$ cat config.mk
export PLATFORM = sky130hd
export DESIGN_NAME = framed_packet_receiver_flat
export DESIGN_NICKNAME = d
export VERILOG_FILES = /design/src/hdl/fbr_pkg.sv /design/src/hdl/fbr_if.sv /design/src/hdl/fbr_front.sv /design/src/hdl/fbr_queue.sv /design/src/hdl/fbr_back.sv /design/src/hdl/framed_packet_receiver.sv /design/src/flat_wrapper.sv
export SDC_FILE = /design/constraint.sdc
export NUM_CORES = 2
export LEC_CHECK = 0
export ABC_AREA = 1
export ABC_CLOCK_PERIOD_IN_PS = 10900
export BUFFER_PORTS_ARGS = -buffer_cell sky130_fd_sc_hd__buf_2
export CAP_MARGIN = 10
export CELL_PAD_IN_SITES_DETAIL_PLACEMENT = 1
export CELL_PAD_IN_SITES_GLOBAL_PLACEMENT = 1
export CORE_MARGIN = 2
export CORE_UTILIZATION = 40
export DETAILED_ROUTE_END_ITERATION = 8
export HOLD_SLACK_MARGIN = 0.08
export PLACE_DENSITY = 0.68
export SYNTH_ARGS = -nofsm -noshare
export SYNTH_HDL_FRONTEND = slang
export SYNTH_SLANG_ARGS = --single-unit
$ cat constraint.sdc
create_clock -name clock -period 10.9 [get_ports clock]
set_clock_uncertainty 0.15 [all_clocks]
set_input_delay 0.545 -clock clock [delete_from_list [all_inputs] [get_ports clock]]
set_output_delay 0.545 -clock clock [all_outputs]
set_load 0.03 [all_outputs]
$ cat src/hdl/fbr_pkg.sv
`timescale 1ns / 1ps
// Package of the framed packet receiver: codes, command and configuration
// types, sizing defaults and the BSD checksum step. No dependencies.
package fbr_pkg;

   localparam int MAX_PAYLOAD_DEF = 128;
   localparam int QUEUE_DEPTH_DEF = 4;
   localparam int BYTE_W = 8;
   localparam int CSR_INDEX_W = 8;
   localparam int EVENT_W = 4;

   localparam logic [CSR_INDEX_W-1:0] CSR_HEAD_BYTE = 8'd0;
   localparam logic [CSR_INDEX_W-1:0] CSR_TAIL_BYTE = 8'd1;
   localparam logic [CSR_INDEX_W-1:0] CSR_LED_SET_ID = 8'd2;
   localparam logic [CSR_INDEX_W-1:0] CSR_LED_GET_ID = 8'd3;

   localparam logic [BYTE_W-1:0] HEAD_BYTE_RST = 8'd204;
   localparam logic [BYTE_W-1:0] TAIL_BYTE_RST = 8'd185;
   localparam logic [BYTE_W-1:0] LED_SET_ID_RST = 8'd128;
   localparam logic [BYTE_W-1:0] LED_GET_ID_RST = 8'd129;

   typedef enum logic [2:0] {
      PH_HEAD,
      PH_LEN,
      PH_BODY,
      PH_CSUM,
      PH_EXPORT
   } phase_type;

   typedef enum logic [2:0] {
      CMD_NONE,
      CMD_WRITE,
      CMD_LEN_OK,
      CMD_LEN_ERR,
      CMD_TAIL_ERR,
      CMD_CSUM_ERR,
      CMD_EXPORT,
      CMD_READ
   } cmd_op_type;

   typedef enum logic [EVENT_W-1:0] {
      EV_NONE       = 4'd0,
      EV_STORED     = 4'd1,
      EV_TAIL_ERR   = 4'd2,
      EV_CSUM_ERR   = 4'd3,
      EV_LEN_ERR    = 4'd4,
      EV_LED_SET    = 4'd5,
      EV_LED_REPORT = 4'd6,
      EV_BYTE_READ  = 4'd7,
      EV_NO_PACKET  = 4'd8
   } event_type;

   typedef struct packed {
      cmd_op_type        op;
      logic [BYTE_W-1:0] idx;
      logic [BYTE_W-1:0] data;
      logic [BYTE_W-1:0] len;
   } cmd_type;

   typedef struct packed {
      logic [BYTE_W-1:0] head_byte;
      logic [BYTE_W-1:0] tail_byte;
      logic [BYTE_W-1:0] led_set_id;
      logic [BYTE_W-1:0] led_get_id;
   } cfg_type;

   function automatic logic [BYTE_W-1:0] bsd_add(input logic [BYTE_W-1:0] sum,
                                                 input logic [BYTE_W-1:0] b);
      bsd_add = {sum[0], sum[BYTE_W-1:1]} + b;
   endfunction

endpackage

$ cat src/hdl/fbr_if.sv
`timescale 1ns / 1ps
// Channel interfaces of the framed packet receiver: request, response and
// register write channels. Depends on fbr_pkg.
interface fbr_req_if;
   import fbr_pkg::*;
   logic              valid;
   logic              ready;
   logic              req_type;
   logic [BYTE_W-1:0] rx_byte;
   modport source (output valid, output req_type, output rx_byte, input ready);
   modport sink (input valid, input req_type, input rx_byte, output ready);
endinterface

interface fbr_rsp_if;
   import fbr_pkg::*;
   logic               valid;
   logic               ready;
   logic [EVENT_W-1:0] event_res;
   logic [BYTE_W-1:0]  pkt_id;
   logic [BYTE_W-1:0]  pkt_len;
   logic [BYTE_W-1:0]  data_out;
   logic               last;
   logic               available;
   logic [BYTE_W-1:0]  led_state;
   modport source (output valid, output event_res, output pkt_id, output pkt_len,
                   output data_out, output last, output available, output led_state,
                   input ready);
   modport sink (input valid, input event_res, input pkt_id, input pkt_len,
                 input data_out, input last, input available, input led_state,
                 output ready);
endinterface

interface fbr_csr_if;
   import fbr_pkg::*;
   logic                   valid;
   logic                   ready;
   logic [CSR_INDEX_W-1:0] index;
   logic [BYTE_W-1:0]      data;
   modport source (output valid, output index, output data, input ready);
   modport sink (input valid, input index, input data, output ready);
endinterface

$ cat src/hdl/fbr_front.sv
`timescale 1ns / 1ps
// Front part: accepts request transactions, runs the line deframer and turns
// each request into one command for the queue. Depends on fbr_pkg, fbr_if.
module fbr_front #(
   parameter int MAX_PAYLOAD = fbr_pkg::MAX_PAYLOAD_DEF
) (
   input  logic             clock,
   input  logic             reset,
   fbr_req_if.sink          req_ch,
   input  fbr_pkg::cfg_type cfg,
   input  logic             q_full,
   output logic             push,
   output fbr_pkg::cmd_type push_cmd
);
   import fbr_pkg::*;

   localparam int BUF_DEPTH = MAX_PAYLOAD + 1;

   phase_type         phase_ff, phase_in;
   logic [BYTE_W-1:0] exp_len_ff, exp_len_in;
   logic [BYTE_W-1:0] count_ff, count_in;
   logic [BYTE_W-1:0] csum_ff, csum_in;
   logic [BYTE_W-1:0] b;

   assign req_ch.ready = !q_full;
   assign push = req_ch.valid && !q_full;
   assign b = req_ch.rx_byte;

   always_ff @(posedge clock) begin
      if (reset) begin
         phase_ff <= PH_HEAD;
         exp_len_ff <= '0;
         count_ff <= '0;
         csum_ff <= '0;
      end else begin
         phase_ff <= phase_in;
         exp_len_ff <= exp_len_in;
         count_ff <= count_in;
         csum_ff <= csum_in;
      end
   end

   always_comb begin
      phase_in = phase_ff;
      exp_len_in = exp_len_ff;
      count_in = count_ff;
      csum_in = csum_ff;
      push_cmd.op = CMD_NONE;
      push_cmd.idx = count_ff;
      push_cmd.data = b;
      push_cmd.len = exp_len_ff - 8'd1;
      if (req_ch.req_type) begin
         push_cmd.op = CMD_READ;
      end else begin
         unique case (phase_ff)
            PH_HEAD: begin
               exp_len_in = '0;
               count_in = '0;
               csum_in = '0;
               if (b == cfg.head_byte) begin
                  phase_in = PH_LEN;
               end
            end
            PH_LEN: begin
               exp_len_in = b;
               if (b == '0 || {1'b0, b} > 9'(BUF_DEPTH)) begin
                  push_cmd.op = CMD_LEN_ERR;
                  phase_in = PH_HEAD;
               end else begin
                  push_cmd.op = CMD_LEN_OK;
                  phase_in = PH_BODY;
               end
            end
            PH_BODY: begin
               if (count_ff < exp_len_ff) begin
                  push_cmd.op = CMD_WRITE;
                  csum_in = bsd_add(csum_ff, b);
                  count_in = count_ff + 8'd1;
               end else if (b != cfg.tail_byte) begin
                  push_cmd.op = CMD_TAIL_ERR;
                  phase_in = PH_HEAD;
               end else begin
                  phase_in = PH_CSUM;
               end
            end
            PH_CSUM: begin
               if (b != csum_ff) begin
                  push_cmd.op = CMD_CSUM_ERR;
                  phase_in = PH_HEAD;
               end else begin
                  phase_in = PH_EXPORT;
               end
            end
            PH_EXPORT: begin
               push_cmd.op = CMD_EXPORT;
               phase_in = PH_HEAD;
            end
            default: begin
               phase_in = PH_HEAD;
            end
         endcase
      end
      if (!push) begin
         phase_in = phase_ff;
         exp_len_in = exp_len_ff;
         count_in = count_ff;
         csum_in = csum_ff;
      end
   end

   a_body_count: assert property (@(posedge clock) disable iff (reset)
      phase_ff == PH_BODY |-> count_ff <= exp_len_ff && exp_len_ff != '0
                              && {1'b0, exp_len_ff} <= 9'(BUF_DEPTH))
      else $error("deframer byte count out of range");

endmodule

$ cat src/hdl/fbr_queue.sv
`timescale 1ns / 1ps
// Command queue between the front and back parts of the framed packet
// receiver. Depends on fbr_pkg.
module fbr_queue #(
   parameter int DEPTH = fbr_pkg::QUEUE_DEPTH_DEF
) (
   input  logic             clock,
   input  logic             reset,
   input  logic             push,
   input  fbr_pkg::cmd_type push_cmd,
   output logic             full,
   output logic             pop_valid,
   output fbr_pkg::cmd_type pop_cmd,
   input  logic             pop
);
   import fbr_pkg::*;

   localparam int PW = (DEPTH > 1) ? $clog2(DEPTH) : 1;
   localparam int CW = $clog2(DEPTH + 1);

   cmd_type         entry_ff [DEPTH];
   logic [PW-1:0]   wr_ptr_ff, wr_ptr_in;
   logic [PW-1:0]   rd_ptr_ff, rd_ptr_in;
   logic [CW-1:0]   count_ff, count_in;

   assign full = count_ff == CW'(DEPTH);
   assign pop_valid = count_ff != '0;
   assign pop_cmd = entry_ff[rd_ptr_ff];

   always_comb begin
      wr_ptr_in = wr_ptr_ff;
      rd_ptr_in = rd_ptr_ff;
      count_in = count_ff;
      if (push) begin
         wr_ptr_in = (wr_ptr_ff == PW'(DEPTH - 1)) ? '0 : wr_ptr_ff + 1'b1;
      end
      if (pop) begin
         rd_ptr_in = (rd_ptr_ff == PW'(DEPTH - 1)) ? '0 : rd_ptr_ff + 1'b1;
      end
      if (push && !pop) begin
         count_in = count_ff + 1'b1;
      end else if (pop && !push) begin
         count_in = count_ff - 1'b1;
      end
   end

   always_ff @(posedge clock) begin
      if (reset) begin
         wr_ptr_ff <= '0;
         rd_ptr_ff <= '0;
         count_ff <= '0;
      end else begin
         wr_ptr_ff <= wr_ptr_in;
         rd_ptr_ff <= rd_ptr_in;
         count_ff <= count_in;
      end
   end

   always_ff @(posedge clock) begin
      if (push) begin
         entry_ff[wr_ptr_ff] <= push_cmd;
      end
   end

   a_no_overflow: assert property (@(posedge clock) disable iff (reset)
      !(push && full) && !(pop && !pop_valid))
      else $error("command queue overflow or underflow");

   a_count_bound: assert property (@(posedge clock) disable iff (reset)
      count_ff <= CW'(DEPTH))
      else $error("command queue count exceeds depth");

endmodule

$ cat src/hdl/fbr_back.sv
`timescale 1ns / 1ps
// Back part: executes queued commands against the two-bank payload memory,
// the stored packet state and the LED register, and holds the response
// register. Depends on fbr_pkg, fbr_if.
module fbr_back #(
   parameter int MAX_PAYLOAD = fbr_pkg::MAX_PAYLOAD_DEF
) (
   input  logic             clock,
   input  logic             reset,
   input  fbr_pkg::cfg_type cfg,
   input  logic             q_valid,
   input  fbr_pkg::cmd_type q_cmd,
   output logic             pop,
   fbr_rsp_if.source        rsp_ch
);
   import fbr_pkg::*;

   localparam int IDXW = (MAX_PAYLOAD > 1) ? $clog2(MAX_PAYLOAD) : 1;
   localparam int MEM_DEPTH = 2 * (2 ** IDXW);

   logic [BYTE_W-1:0] payload_mem [MEM_DEPTH];
   logic [BYTE_W-1:0] rd_data_ff;

   logic              bank_ff, bank_in;
   logic              complete_ff, complete_in;
   logic [BYTE_W-1:0] stored_id_ff, stored_id_in;
   logic [BYTE_W-1:0] stored_len_ff, stored_len_in;
   logic [BYTE_W-1:0] read_idx_ff, read_idx_in;
   logic [BYTE_W-1:0] led_ff, led_in;
   logic [BYTE_W-1:0] asm_id_ff, asm_id_in;
   logic [BYTE_W-1:0] asm_first_ff, asm_first_in;

   logic              rsp_valid_ff, rsp_valid_in;
   event_type         rsp_event_ff, ev_c;
   logic [BYTE_W-1:0] rsp_id_ff, id_c;
   logic [BYTE_W-1:0] rsp_len_ff, len_c;
   logic [BYTE_W-1:0] rsp_data_ff, data_c;
   logic              rsp_last_ff, last_c;
   logic              rsp_rd_sel_ff, rd_sel_c;
   logic              rsp_avail_ff;
   logic [BYTE_W-1:0] rsp_led_ff;

   logic              wr_en;
   logic [IDXW:0]     wr_addr;
   logic [IDXW:0]     rd_addr;
   logic [BYTE_W-1:0] idx_next;

   assign pop = q_valid && (!rsp_valid_ff || rsp_ch.ready);
   assign rd_addr = {bank_ff, read_idx_ff[IDXW-1:0]};
   assign wr_addr = {!bank_ff, IDXW'(q_cmd.idx - 8'd1)};

   assign rsp_ch.valid = rsp_valid_ff;
   assign rsp_ch.event_res = rsp_event_ff;
   assign rsp_ch.pkt_id = rsp_id_ff;
   assign rsp_ch.pkt_len = rsp_len_ff;
   assign rsp_ch.data_out = rsp_rd_sel_ff ? rd_data_ff : rsp_data_ff;
   assign rsp_ch.last = rsp_last_ff;
   assign rsp_ch.available = rsp_avail_ff;
   assign rsp_ch.led_state = rsp_led_ff;

   always_comb begin
      bank_in = bank_ff;
      complete_in = complete_ff;
      stored_id_in = stored_id_ff;
      stored_len_in = stored_len_ff;
      read_idx_in = read_idx_ff;
      led_in = led_ff;
      asm_id_in = asm_id_ff;
      asm_first_in = asm_first_ff;
      ev_c = EV_NONE;
      id_c = '0;
      len_c = '0;
      data_c = '0;
      last_c = 1'b0;
      rd_sel_c = 1'b0;
      wr_en = 1'b0;
      idx_next = read_idx_ff;
      rsp_valid_in = rsp_ch.ready ? 1'b0 : rsp_valid_ff;
      if (pop) begin
         rsp_valid_in = 1'b1;
         unique case (q_cmd.op)
            CMD_NONE: begin
               ev_c = EV_NONE;
            end
            CMD_WRITE: begin
               if (q_cmd.idx == '0) begin
                  asm_id_in = q_cmd.data;
               end else begin
                  wr_en = 1'b1;
               end
               if (q_cmd.idx == 8'd1) begin
                  asm_first_in = q_cmd.data;
               end
            end
            CMD_LEN_OK: begin
               complete_in = 1'b0;
            end
            CMD_LEN_ERR: begin
               complete_in = 1'b0;
               ev_c = EV_LEN_ERR;
            end
            CMD_TAIL_ERR: begin
               ev_c = EV_TAIL_ERR;
            end
            CMD_CSUM_ERR: begin
               ev_c = EV_CSUM_ERR;
            end
            CMD_EXPORT: begin
               id_c = asm_id_ff;
               len_c = q_cmd.len;
               if (asm_id_ff == cfg.led_set_id) begin
                  if (q_cmd.len != '0) begin
                     led_in = asm_first_ff;
                  end
                  ev_c = EV_LED_SET;
                  data_c = led_in;
               end else if (asm_id_ff == cfg.led_get_id) begin
                  ev_c = EV_LED_REPORT;
                  data_c = led_ff;
               end else begin
                  ev_c = EV_STORED;
                  stored_len_in = q_cmd.len;
                  stored_id_in = asm_id_ff;
                  read_idx_in = '0;
                  complete_in = 1'b1;
                  bank_in = !bank_ff;
               end
            end
            CMD_READ: begin
               if (!complete_ff) begin
                  ev_c = EV_NO_PACKET;
               end else begin
                  ev_c = EV_BYTE_READ;
                  id_c = stored_id_ff;
                  len_c = stored_len_ff;
                  if (read_idx_ff < stored_len_ff) begin
                     rd_sel_c = 1'b1;
                     idx_next = read_idx_ff + 8'd1;
                  end
                  if (idx_next >= stored_len_ff) begin
                     last_c = 1'b1;
                     complete_in = 1'b0;
                     stored_len_in = '0;
                     stored_id_in = '0;
                     read_idx_in = '0;
                  end else begin
                     read_idx_in = idx_next;
                  end
               end
            end
         endcase
      end
   end

   always_ff @(posedge clock) begin
      if (reset) begin
         bank_ff <= 1'b0;
         complete_ff <= 1'b0;
         stored_id_ff <= '0;
         stored_len_ff <= '0;
         read_idx_ff <= '0;
         led_ff <= '0;
         rsp_valid_ff <= 1'b0;
      end else begin
         bank_ff <= bank_in;
         complete_ff <= complete_in;
         stored_id_ff <= stored_id_in;
         stored_len_ff <= stored_len_in;
         read_idx_ff <= read_idx_in;
         led_ff <= led_in;
         rsp_valid_ff <= rsp_valid_in;
      end
   end

   always_ff @(posedge clock) begin
      asm_id_ff <= asm_id_in;
      asm_first_ff <= asm_first_in;
      if (pop) begin
         rsp_event_ff <= ev_c;
         rsp_id_ff <= id_c;
         rsp_len_ff <= len_c;
         rsp_data_ff <= data_c;
         rsp_last_ff <= last_c;
         rsp_rd_sel_ff <= rd_sel_c;
         rsp_avail_ff <= complete_in;
         rsp_led_ff <= led_in;
      end
   end

   always_ff @(posedge clock) begin
      if (wr_en) begin
         payload_mem[wr_addr] <= q_cmd.data;
      end
      if (pop) begin
         rd_data_ff <= payload_mem[rd_addr];
      end
   end

   a_stored_len: assert property (@(posedge clock) disable iff (reset)
      complete_ff |-> stored_len_ff <= 8'(MAX_PAYLOAD))
      else $error("stored packet longer than payload buffer");

   a_read_idx: assert property (@(posedge clock) disable iff (reset)
      complete_ff && stored_len_ff != '0 |-> read_idx_ff < stored_len_ff)
      else $error("read index past end of stored packet");

   a_len_discard: assert property (@(posedge clock) disable iff (reset)
      pop && (q_cmd.op == CMD_LEN_OK || q_cmd.op == CMD_LEN_ERR) |=> !complete_ff)
      else $error("length byte did not discard stored packet");

endmodule

$ cat src/hdl/framed_packet_receiver.sv
`timescale 1ns / 1ps
// Framed packet receiver: takes one request transaction per clock unless the
// command queue is full, either a line byte for the deframer or a read of the
// next stored payload byte, and returns exactly one response transaction for
// each, in order. A request becomes a command when accepted and is queued,
// then executed against the packet store; requests are accepted every cycle
// while responses are taken, and a command queue of QUEUE_DEPTH (default four)
// entries absorbs response back-pressure before the request side stalls.
// Payloads live in a two-bank memory of MAX_PAYLOAD bytes per bank, rounded
// up to a power of two: a frame is assembled in one bank and storing a packet
// swaps banks, so no copy cycles are needed and no clearing pass follows
// reset. Registers 0 to 3 are head byte, tail byte, LED set ID and LED get
// ID; they are to be written only while the block is idle, which it does not
// enforce. Depends on fbr_pkg, fbr_if, fbr_front, fbr_queue and fbr_back.
module framed_packet_receiver #(
   parameter int MAX_PAYLOAD = fbr_pkg::MAX_PAYLOAD_DEF,
   parameter int QUEUE_DEPTH = fbr_pkg::QUEUE_DEPTH_DEF
) (
   input  logic       clock,
   input  logic       reset,
   fbr_req_if.sink    req_ch,
   fbr_rsp_if.source  rsp_ch,
   fbr_csr_if.sink    csr_ch
);
   import fbr_pkg::*;

   cfg_type cfg_ff, cfg_in;
   logic    push;
   cmd_type push_cmd;
   logic    q_full;
   logic    q_valid;
   cmd_type q_cmd;
   logic    pop;

   assign csr_ch.ready = 1'b1;

   always_comb begin
      cfg_in = cfg_ff;
      if (csr_ch.valid) begin
         unique case (csr_ch.index)
            CSR_HEAD_BYTE:  cfg_in.head_byte = csr_ch.data;
            CSR_TAIL_BYTE:  cfg_in.tail_byte = csr_ch.data;
            CSR_LED_SET_ID: cfg_in.led_set_id = csr_ch.data;
            CSR_LED_GET_ID: cfg_in.led_get_id = csr_ch.data;
            default:        cfg_in = cfg_ff;
         endcase
      end
   end

   always_ff @(posedge clock) begin
      if (reset) begin
         cfg_ff.head_byte <= HEAD_BYTE_RST;
         cfg_ff.tail_byte <= TAIL_BYTE_RST;
         cfg_ff.led_set_id <= LED_SET_ID_RST;
         cfg_ff.led_get_id <= LED_GET_ID_RST;
      end else begin
         cfg_ff <= cfg_in;
      end
   end

   fbr_front #(
      .MAX_PAYLOAD(MAX_PAYLOAD)
   ) u_front (
      .clock    (clock),
      .reset    (reset),
      .req_ch   (req_ch),
      .cfg      (cfg_ff),
      .q_full   (q_full),
      .push     (push),
      .push_cmd (push_cmd)
   );

   fbr_queue #(
      .DEPTH(QUEUE_DEPTH)
   ) u_queue (
      .clock     (clock),
      .reset     (reset),
      .push      (push),
      .push_cmd  (push_cmd),
      .full      (q_full),
      .pop_valid (q_valid),
      .pop_cmd   (q_cmd),
      .pop       (pop)
   );

   fbr_back #(
      .MAX_PAYLOAD(MAX_PAYLOAD)
   ) u_back (
      .clock   (clock),
      .reset   (reset),
      .cfg     (cfg_ff),
      .q_valid (q_valid),
      .q_cmd   (q_cmd),
      .pop     (pop),
      .rsp_ch  (rsp_ch)
   );

endmodule
$ cat src/flat_wrapper.sv
// flat-port wrapper written by rule: the top's interface ports become plain ports
module framed_packet_receiver_flat import fbr_pkg::*;
#(
   parameter int MAX_PAYLOAD = fbr_pkg::MAX_PAYLOAD_DEF,
   parameter int QUEUE_DEPTH = fbr_pkg::QUEUE_DEPTH_DEF
)
  (clock, reset, req_ch_valid, req_ch_req_type, req_ch_rx_byte, req_ch_ready, rsp_ch_valid, rsp_ch_event_res, rsp_ch_pkt_id, rsp_ch_pkt_len, rsp_ch_data_out, rsp_ch_last, rsp_ch_available, rsp_ch_led_state, rsp_ch_ready, csr_ch_valid, csr_ch_index, csr_ch_data, csr_ch_ready);
  fbr_req_if req_ch_i ();
  fbr_rsp_if rsp_ch_i ();
  fbr_csr_if csr_ch_i ();
  input  logic clock;
  input  logic reset;
  input wire logic [$bits(req_ch_i.valid)-1:0] req_ch_valid;
  input wire logic [$bits(req_ch_i.req_type)-1:0] req_ch_req_type;
  input wire logic [$bits(req_ch_i.rx_byte)-1:0] req_ch_rx_byte;
  output wire logic [$bits(req_ch_i.ready)-1:0] req_ch_ready;
  output wire logic [$bits(rsp_ch_i.valid)-1:0] rsp_ch_valid;
  output wire logic [$bits(rsp_ch_i.event_res)-1:0] rsp_ch_event_res;
  output wire logic [$bits(rsp_ch_i.pkt_id)-1:0] rsp_ch_pkt_id;
  output wire logic [$bits(rsp_ch_i.pkt_len)-1:0] rsp_ch_pkt_len;
  output wire logic [$bits(rsp_ch_i.data_out)-1:0] rsp_ch_data_out;
  output wire logic [$bits(rsp_ch_i.last)-1:0] rsp_ch_last;
  output wire logic [$bits(rsp_ch_i.available)-1:0] rsp_ch_available;
  output wire logic [$bits(rsp_ch_i.led_state)-1:0] rsp_ch_led_state;
  input wire logic [$bits(rsp_ch_i.ready)-1:0] rsp_ch_ready;
  input wire logic [$bits(csr_ch_i.valid)-1:0] csr_ch_valid;
  input wire logic [$bits(csr_ch_i.index)-1:0] csr_ch_index;
  input wire logic [$bits(csr_ch_i.data)-1:0] csr_ch_data;
  output wire logic [$bits(csr_ch_i.ready)-1:0] csr_ch_ready;
  assign req_ch_i.valid = req_ch_valid;
  assign req_ch_i.req_type = req_ch_req_type;
  assign req_ch_i.rx_byte = req_ch_rx_byte;
  assign req_ch_ready = req_ch_i.ready;
  assign rsp_ch_valid = rsp_ch_i.valid;
  assign rsp_ch_event_res = rsp_ch_i.event_res;
  assign rsp_ch_pkt_id = rsp_ch_i.pkt_id;
  assign rsp_ch_pkt_len = rsp_ch_i.pkt_len;
  assign rsp_ch_data_out = rsp_ch_i.data_out;
  assign rsp_ch_last = rsp_ch_i.last;
  assign rsp_ch_available = rsp_ch_i.available;
  assign rsp_ch_led_state = rsp_ch_i.led_state;
  assign rsp_ch_i.ready = rsp_ch_ready;
  assign csr_ch_i.valid = csr_ch_valid;
  assign csr_ch_i.index = csr_ch_index;
  assign csr_ch_i.data = csr_ch_data;
  assign csr_ch_ready = csr_ch_i.ready;
  framed_packet_receiver #(.MAX_PAYLOAD(MAX_PAYLOAD), .QUEUE_DEPTH(QUEUE_DEPTH)) u_core (.clock(clock), .reset(reset), .req_ch(req_ch_i), .rsp_ch(rsp_ch_i), .csr_ch(csr_ch_i));
endmodule
==> results.yml <==
setup_path:
  crit_family: "buffers and inverters"
  crit_buf_inv: 3
  critPathArrivalTime_ns: 5.69
  cpPeakStageDelay_ns: 0.70
  reg2reg_depth: 14
  path_common_cell: "nand2_1"
  crit_type: "register to register"
  crit_fanout: 166
  slowest_stage: "dfxtp_4"
  rr_endpoint: "u_core.u_back.rd_data_ff[1]$_DFFE_PP_"
  worstPathCellList: "buf_12 > buf_4 > buf_4 > nand2_1 > nand3_1 > nand3_1 > nand3_1 > nand2_1 > nand2_1 > nand2_1 > nor2_1 > nand2_1 > nand3_1 > nand2_1"
  r2r-start: "u_core.u_back.read_idx_ff[0]$_SDFFE_PP0P_"
  cp-end-kind: "register"
  rrSetupSlack_ns: 5.73
  cp-start-kind: "register"
  cp.required_ns: 11.42
routing:
  first_pass_iters: 6
  via_count: 67700
  routed_wl_um: 306000
  drt_iter0_drc: 6519
  wl_per_cell_um: 24.7
  drc: 0
  viasPerCell: 5.46
  ant_nets: 0
yosys:
  synth_edf_count: 2219
  ys_warn_count: 0
  ys_seq_elements: 2322
  yosysSeqAreaShare_pct: 70.1
  syn_inst: 9059
  synth.distinct_cells: 44
  synthFlopType: "edfxtp_1"
  async_flop_share_pct: 0
  syn_area_mm2: 0.0980
  syn-mean-instance-area_um2: 10.8
  syn_nets: 9129
min_path:
  whs_path_depth: 5
  hold_end: "u_core.cfg_ff[31]$_SDFFE_PP1P_"
  hold_class: "input port to register"
  min_from: "csr_ch_index[3]"
grt:
  grt_pass1_vias: 70500
  track_usage_pct: 24.3
  gr-total-overflow: 0
  grt_max_degree: 200
  grt_first_pass_wirelength_um: 458000
  antenna_found_initial: 11
die:
  pin_count: 71
  row_count: 181
  core_mm2: 0.243
  die_area_mm2: 0.249
  start_util_pct: 40.3
  die_y_um: 499
  die_w_um: 499
sta:
  rsz0062_at_grt: "false"
  max_slew_margin_pct: 15.0
  setup_slack_ns: 5.73
  hold_violations: 0
  finalSetupViolCount: 0
  slew_viol_final: 0
  worst_slew_pin_slew_ns: 1.27
  fmax_mhz: 193
  setup_tns_ns: 0
  min_period_over_period_pct: 47.4
  period_needed_ns: 5.17
cells_and_area:
  syn_to_final_growth_pct: 11.6
  drive_gt1_share_pct: 6.79
  fin_nets: 9052
  top_regs: "u_core.u_back.payload_mem x2048, u_core.u_queue.entry_ff x108, u_core.cfg_ff x32"
  postLayoutCellArea_mm2: 0.109
  final_common_cell: "edfxtp_1"
  regMostFlops: "u_core.u_back.payload_mem"
  largest_register_ffs: 2048
  multiInputGateArea_mm2: 0.0249
  fin_cells: 12400
  fill_cells: 26000
  final_cell_mix: "2219 x edfxtp_1, 2068 x nand2_1, 1356 x nor2_1"
  seqCellArea_mm2: 0.0687
clock_network:
  htreeDepth: 4
  cts_buffers: 240
  clock-sinks: 2322
  cts_buffer_depth: 3
  cts-resized-gates: 0
  clk_pin_slew_worst_paths_ns: 0.06
  clock_latency_ns: 0.93
  cts-root-buf: "clkbuf_16"
  tritoncts: "done"
pwr:
  ir_drop_uv: 317
  intPower_mw: 16.7
  power_frac_clock_pct: 33.1
  comb_power_share_pct: 18.4
  swShare_pct: 31.2
  pwr-share-seq_pct: 48.4
  powerDensity_mw_per_mm2: 222
  p_total_mw: 24.3
  p_leak_nw: 39.8
  switchingPower_mw: 7.57
placement:
  place_area_mm2: 0.101
  dpl.hpwl_um: 175000
  dpl.cell_count: 11900
  pre_cts_slack_ns: 5.75
  io_buffers: 69
  gp_congestion: 0.823
run_status:
  outcome: "finished, final reports clean"
job:
  cap_violations: 0
-- final cells by class --
| type | count | area share, % |
|---|---|---|
| Sequential cell | 2322 | 62.9 |
| Multi-Input combinational cell | 5573 | 22.8 |
| Clock buffer | 295 | 5.73 |
| Tap cell | 3202 | 3.67 |
| Inverter | 636 | 2.21 |
| Timing Repair Buffer | 209 | 1.51 |
| Clock inverter | 152 | 1.24 |
| Antenna cell | 7 | 0.0160 |
-- worst register-to-register path, cell delays in order, from the launching register on --
cell,delay [ns]
dfxtp_4,0.70
buf_12,0.62
buf_4,0.77
buf_4,0.73
nand2_1,0.20
nand3_1,0.17
nand3_1,0.10
nand3_1,0.12
nand2_1,0.08
nand2_1,0.06
nand2_1,0.05
nor2_1,0.52
nand2_1,0.30
nand3_1,0.27
nand2_1,0.10
-- cells in the mapped netlist, drive strengths merged (2+ instances only) --
cell type	n	area [um2]
edfxtp	2219	66600
nand2	2103	7950
nor2	1374	5220
nand3	1135	5690
inv	628	2360
o21ai	537	2690
clkbuf	299	1120
buf	229	1110
o211ai	113	848
a21oi	105	529
dfxtp	103	2060
ha	38	475
xor2	37	324
or2	25	156
nand4	22	138
o22ai	17	106
xnor2	14	123
nor3	13	76.3
a211oi	10	75.1
clkinv	8	30.0
mux2	8	90.1
a31oi	4	25.0
nor3b	4	30.0
fa	2	40.0
nor4	2	12.5
o211a	2	20.0
o21a	2	15.0
-- kinds of logic (layout without fill, tap and decap cells) --
logic type               Yosys count  count (layout)  synth area share [%]
multiplexers                       8               8                0.0919
flip-flops                      2322            2322                  70.1
XOR/XNOR                          51              51                 0.456
buffers and inverters           1164            1292                  4.71
AND/OR/NAND/NOR                 4679            4679                  19.7
AO/OA/AOI/OAI                    794             794                  4.43
other                              1               8               0.00383
adder cells (fa/ha/maj)           40              40                 0.526
-- per-stage QoR --
stage	utilization, %	hold slack, ns
after CTS	44.9	0.121
after detailed placement	41.6	0.330
final	44.9	0.191
after global placement	41.6	0.329
after floorplan	-	0.308
after global routing	44.9	0.219
-- power groups by stage --
stage / logic (mW) / clock network (mW) / registers [mW]
4_1_cts: 4.50 / 8.14 / 11.7
6_report: 4.47 / 8.03 / 11.8
2_1_floorplan: 2.00 / 0 / 12.7
5_1_grt: 4.78 / 8.47 / 11.8
3_3_place_gp: 4.37 / 0 / 11.9
3_5_place_dp: 4.49 / 0 / 11.9
-- repair_timing --
item | in CTS | in global routing
buffers inserted | 0 | 0
hold buffers | 34 | 0
hold endpoints to repair | 109 | 0
-- per-layer routing --
metal	up-vias	global-route usage (%)	wire (um)
met2	2104	40.7	149000
li1	30700	-	-
met5	-	0	26
met1	34500	33.0	132000
met3	412	3.09	17700
met4	4	7.49	8390
-- how the worst max path moves through the flow --
stage	start	endpoint	cells past startpoint
after CTS	u_core.u_back.read_idx_ff[0]$_SDFFE_PP0P_	u_core.u_back.rd_data_ff[1]$_DFFE_PP_	14
after detailed placement	u_core.u_back.read_idx_ff[0]$_SDFFE_PP0P_	u_core.u_back.rd_data_ff[1]$_DFFE_PP_	14
final	u_core.u_back.read_idx_ff[0]$_SDFFE_PP0P_	u_core.u_back.rd_data_ff[1]$_DFFE_PP_	14
after global routing	u_core.u_back.read_idx_ff[0]$_SDFFE_PP0P_	u_core.u_back.stored_len_ff[6]$_SDFFE_PP0P_	17
after global placement	register	u_core.u_back.payload_mem[20][4]$_DFFE_PP_	13
after floorplan	register	u_core.u_back.asm_first_ff[6]$_DFFE_PP_	7
No activity file was read; power rests on OpenSTA's default activity.
